**config.mk**
```make
export PLATFORM = sky130hd
export DESIGN_NAME = mcpl_mul
export DESIGN_NICKNAME = d
export VERILOG_FILES = /design/src/design/mcpl_pkg.sv /design/src/design/mcpl_mul.sv
export SDC_FILE = /design/constraint.sdc
export NUM_CORES = 2
export LEC_CHECK = 0
export ABC_AREA = 1
export BUFFER_PORTS_ARGS = -buffer_cell sky130_fd_sc_hd__buf_4
export CAP_MARGIN = 30
export CORE_UTILIZATION = 55
export CTS_BUF_LIST = sky130_fd_sc_hd__clkbuf_8
export DETAILED_ROUTE_END_ITERATION = 8
export HOLD_SLACK_MARGIN = 0.08
export PLACE_DENSITY = 0.82
export SLEW_MARGIN = 25
export SYNTH_ARGS = -nofsm -noshare
export SYNTH_HDL_FRONTEND = slang
export SYNTH_SLANG_ARGS = --single-unit
```
**constraint.sdc**
```tcl
create_clock -name clk -period 17.1 [get_ports clk]
set_input_delay 3.42 -clock clk [delete_from_list [all_inputs] [get_ports clk]]
set_output_delay 3.42 -clock clk [all_outputs]
set_load 0.005 [all_outputs]
```
**src/design/mcpl_pkg.sv**
```systemverilog
// Shared types, codes and reset values for the motor current PI loop.
// Used by mcpl_mul and motor_current_pi_loop_core; no dependencies.
`timescale 1ns / 1ps

package mcpl_pkg;

	localparam int unsigned PERIOD_CLOCKS_DEF = 4096;

	// request kinds
	localparam logic [2:0] REQ_ARM      = 3'd0;
	localparam logic [2:0] REQ_DISARM   = 3'd1;
	localparam logic [2:0] REQ_MEAS     = 3'd2;
	localparam logic [2:0] REQ_SETPOINT = 3'd3;
	localparam logic [2:0] REQ_TICK     = 3'd4;

	// register indexes
	localparam logic [2:0] REG_PROP_GAIN   = 3'd0;
	localparam logic [2:0] REG_INTEG_GAIN  = 3'd1;
	localparam logic [2:0] REG_MAX_MOD     = 3'd2;
	localparam logic [2:0] REG_CURR_LIMIT  = 3'd3;
	localparam logic [2:0] REG_INV_TORQUE  = 3'd4;

	localparam logic [30:0] PROP_GAIN_RST  = 31'd65536;
	localparam logic [30:0] INTEG_GAIN_RST = 31'd655;
	localparam logic [15:0] MAX_MOD_RST    = 16'd31130;
	localparam logic [30:0] CURR_LIMIT_RST = 31'd655360;
	localparam logic [30:0] INV_TORQUE_RST = 31'd65536;

	localparam logic [2:0] FAULT_TORQUE = 3'b001;
	localparam logic [2:0] FAULT_VEL    = 3'b010;
	localparam logic [2:0] FAULT_CURR   = 3'b100;

	localparam logic [15:0] FULL_Q15 = 16'd32768;

	localparam int OP_W   = 33;
	localparam int PROD_W = 2 * OP_W;
	localparam int SAT_W  = 52;

	localparam logic signed [OP_W-1:0] DECAY_Q16 = 33'sd58982;

	typedef enum logic [3:0] {
		ST_IDLE,
		ST_EXEC,
		ST_SP_MUL,
		ST_SP,
		ST_ERR,
		ST_P_MUL,
		ST_MOD,
		ST_I_MUL,
		ST_INT,
		ST_W_MUL,
		ST_PWM,
		ST_FIN
	} state_t;

	function automatic logic signed [31:0] sat32(input logic signed [SAT_W-1:0] v);
		logic signed [SAT_W-1:0] hi;
		logic signed [SAT_W-1:0] lo;
		hi = $signed({{(SAT_W-32){1'b0}}, 32'h7FFF_FFFF});
		lo = $signed({{(SAT_W-32){1'b1}}, 32'h8000_0000});
		if (v > hi) begin
			return 32'sh7FFF_FFFF;
		end else if (v < lo) begin
			return 32'sh8000_0000;
		end
		return v[31:0];
	endfunction

endpackage

```
**src/design/mcpl_mul.sv**
```systemverilog
// Shared signed multiplier with registered product.
// Depends on mcpl_pkg for operand widths.
`timescale 1ns / 1ps

module mcpl_mul
	import mcpl_pkg::*;
(
	input  logic                     clk,
	input  logic signed [OP_W-1:0]   op_a,
	input  logic signed [OP_W-1:0]   op_b,
	output logic signed [PROD_W-1:0] prod
);

	logic signed [PROD_W-1:0] prod_q;

	always_ff @(posedge clk) begin
		prod_q <= PROD_W'(op_a) * PROD_W'(op_b);
	end

	assign prod = prod_q;

endmodule

```
Word-level counts from Yosys, hierarchy flattened --
Cells that the tools add are included.
Word-level totals: logic and storage cells 2, register bits 66
Cells by class: $mul 1
Operator list (count):
- multiplier 33 x 33 -> 66 bit | 1

Depth between registers and ports, before layout --
word-level depth 1, depth in mapped cells 34, gate-level depth less buffers 32

Least setup slack after synthesis --
OpenSTA, ideal clock, no wires.
kind input to register, from input op_a[32], to register prod_q[60] (netlist: prod[60]), arrival 10.063 ns, path buffers 2, stages 23, path slack 6.924 ns, path through clkbuf_1 -> clkbuf_1 -> nand2_1 -> inv_1 -> fa_1 -> fa_1 -> fa_1 -> fa_1 -> inv_1 -> fa_1 -> fa_1 -> fa_1 -> fa_1 -> inv_1 -> ha_1 -> nand2_1 -> nor2_1 -> inv_1 -> nor3_1 -> nand2_1 -> and2_0 -> nand4_1 -> nand2_1
On the way: cells in the longest elaborated chain, start to end 1
RTL lines:
- start, declared | RTL line mcpl_mul.sv:9 | input logic signed [OP_W-1:0] op_a,
- multiplier 33 x 33 -> 66 bit | RTL line mcpl_mul.sv:17 | prod_q <= PROD_W'(op_a) * PROD_W'(op_b);
- end signal, assigned | RTL line mcpl_mul.sv:17
- end, declared | RTL line mcpl_mul.sv:14 | logic signed [PROD_W-1:0] prod_q;
Every way passes these cells.

Worst setup path in the final report --
from input op_b[9], to register prod_q[57] (netlist: prod[57])
On the way: cells in the longest elaborated chain, start to end 1
RTL lines:
- start, declared | RTL line mcpl_mul.sv:10 | input logic signed [OP_W-1:0] op_b,
- multiplier 33 x 33 -> 66 bit | RTL line mcpl_mul.sv:17
Every way passes these cells.

==> results by group <==
Outcome
  – Run status: finished, final reports clean

Global route
  – GRT overflow: 0
  – Total routing usage reported by global routing: 31.1%
  – Global-route wire length before repair: 192,000 um
  – Antenna violations before repair: 8
  – Number of global-route vias before repair: 37,705
  – Largest net degree at the start of global routing: 35

Worst setup path
  – Required time of the worst setup path: 17.37 ns
  – CP Class: in -> reg
  – Endpoint arrival time on the critical path: 10.63 ns
  – Sort of element at the start of the critical path: primary input
  – Maximum fanout along the worst path: 33
  – Crit end category: register

CTS
  – Worst-case clock buffer depth: 2
  – Hold bufs inserted after CTS: 0
  – Number of buffers inserted during clock tree synthesis: 9
  – Number of buffers inserted by post-CTS setup repair: 0
  – Clock transition at the registers of the reported paths: 0.09 ns
  – Count of instances resized after the clock tree is built: 0
  – Num Clock Sinks: 66
  – TritonCTS clock tree: built
  – Count of H-tree levels built during CTS: 3
  – CTS Root Buffer Type: clkbuf_8

Route
  – Antenna viol nets, final: 0
  – First-pass DRT Iterations: 8
  – Ratio of routed vias to standard cells: 5.19
  – Number of DRC violations after detailed-routing iteration 0: 2,696
  – Wire per inst: 17.8 um
  – Vias: 33,629
  – WL final: 116,000 um
  – # DRC: 0

Yosys
  – Proportion of register bits with asynchronous set or reset after synthesis: 0%
  – Synth top area share: 53.1%
  – Distinct cell type count of the synthesized netlist: 35
  – Post-synth top flop: dfxtp_1
  – Number of instances in the synthesized netlist: 5,543
  – Number of warnings issued by yosys: 0
  – Parity-gate share of the synthesized area counting xor and xnor cells: 0.832%
  – Combinational family with the most area after synthesis: adder cells
  – Number of flops mapped to enable cells by yosys: 0
  – Mux cell area share after synthesis: 0%
  – Total of flip-flops plus latches after synthesis: 66
  – Sequential share of the synthesized area: 3.06%
  – Fraction of the mapped netlist area in adder cells: 59.4%
  – Average footprint of a synthesized cell: 7.79 um2
  – Number of nets in the synthesized netlist: 6,972
  – Simple-gate share of the synthesized area: 16.6%
  – Summed instance area of the synthesized netlist: 43,200 um2
  – Most area-hungry cell type in the Yosys netlist: fa_1
  – Top cells by area in the synthesized netlist: fa_1, inv_1, nand2_1
  – Share of the synthesized area in compound gates (AO/OA/AOI/OAI): 1.38%

Finish
  – Synthesis-to-layout area growth: 3.59%
  – Flip-flop count of the largest register, all copies and words added: 66
  – Share of post-route cells with drive strength above 1: 3.87%
  – Total Nets Final: 6,853

Die
  – Overall die height: 282 um
  – Placeable Area: 77,600 um2
  – Initial standard-cell utilization of the core: 55.6%
  – Die outline width: 282 um
  – Die area: 79,600 um2
  – # IOs: 133
  – Core Rows: 102

Worst hold path
  – Launch point of the worst hold path: op_b[0]
  – Min-Delay Path Class: in -> reg
  – Hold path cells: 3
  – Hold Path Sink: prod[0]$_DFF_P_

STA
  – Period utilisation layout: 60.6%
  – Total of endpoints with negative setup slack in the final report: 0
  – Total negative slack for setup checks: 0 ns
  – Maximum operating frequency: 96.5 MHz
  – Shortest clock period the worst path allows after layout: 10.36 ns
  – Count of final max-slew check failures: 0
  – Final Hold Viols: 0
  – Worst slew pin tran: 0.666 ns
  – Unrepaired setup endpoints after global routing: no
  – Worst-case headroom to the max-slew limit: 55.5%

Flow run
  – Max-Cap Viols: 0

Placement
  – Port Buf Inserts: 132
  – GP Congestion: 0.959
  – Post-detail-place hpwl: 96,200 um
==> metal layers <==
metal	GRT usage, %	wire (um)	vias up
li1	-	-	14745
met1	36.7	41500	16765
met2	54.9	58300	1669
met3	5.62	9790	444
met4	14.4	5990	6
met5	0	46	-
==> layout make-up <==
type,instances,area (um2)
inverter,1895,7110
clock buffer,10,138
multi-input combinational,3319,33800
tap,1040,1300
antenna,5,12.5
fill,6847,32900
timing repair buffer,133,998
clock inverter,6,82.6
sequential,66,1320
==> how the worst max path moves through the flow <==
stage / slack [ns] / to / start
after floorplan: 6.92 / prod[60]$_DFF_P_ / op_a[32]
after global placement: 6.28 / prod[64]$_DFF_P_ / op_a[32]
after detailed placement: 6.36 / prod[57]$_DFF_P_ / op_b[9]
after CTS: 6.76 / prod[57]$_DFF_P_ / op_b[9]
after global routing: 6.33 / prod[57]$_DFF_P_ / op_b[9]
final: 6.74 / prod[57]$_DFF_P_ / op_b[9]
==> cells by family (layout without fill, tap and decap cells) <==
kind of cell,count (synthesis),after routing
buffers and inverters,2158,2044
and+or+nand+nor,1810,1810
adders and majority gates,1362,1362
AOI/OAI and AO/OA,106,106
DFF,66,66
xor gates and xnor gates,41,41
other,0,5
==> synthesized netlist by cell type (5+ instances only) <==
cell type,n
nand2_1,1517
nand4_1,19
a21oi_1,61
nor2_2,20
o21ai_0,19
ha_1,217
o21bai_1,14
clkbuf_1,262
or2_2,5
nor3_1,7
dfxtp_1,66
nand2_2,17
inv_1,1894
nand3_2,8
nand3_1,70
xor2_1,37
nor2_1,131
fa_1,1145
==> through the flow <==
stage | area, um2 | setup slack, ns | util, % | std cells | hold WS, ns
after floorplan | 43200 | 6.92 | - | 5543 | 3.68
after global placement | 44500 | 6.28 | 57.3 | 6453 | 3.80
after detailed placement | 44500 | 6.36 | 57.3 | 6453 | 3.80
after CTS | 44700 | 6.76 | 57.6 | 6469 | 3.43
after global routing | 44700 | 6.33 | 57.6 | 6472 | 3.48
final | 44700 | 6.74 | 57.6 | 6474 | 3.46
==> layout by cell type, fill, tap and decap left out, types with 7 or more instances in the layout <==
cell type  instances
o21bai_1          14
xor2_1            37
nor2_2            20
nand2_1         1517
a21oi_1           61
nand3_1           70
o21ai_0           19
nand2_2           17
fa_1            1143
inv_1           1896
nand3_2            8
clkbuf_8          10
nor3_1             7
buf_4            133
ha_1             217
nand4_1           19
dfxtp_1           66
nor2_1           131
==> critical path, stage by stage <==
cell and delay [ns]:
buf_4 0.38, nand2_1 0.23, fa_1 0.66, fa_1 0.92
fa_1 0.54, inv_1 0.39, fa_1 0.53, fa_1 0.57
fa_1 0.43, fa_1 0.50, inv_1 0.05, fa_1 0.48
inv_1 0.04, ha_1 0.41, nand2_1 0.14, nor2_1 0.22
nand3_1 0.17, nor2_1 0.19, o21ai_0 0.15, nand4_1 0.12
nand2_1 0.05
Power is left out: the tool's default activity adds up to more than one toggle a clock period on the data nets, which glitch-free logic cannot reach.
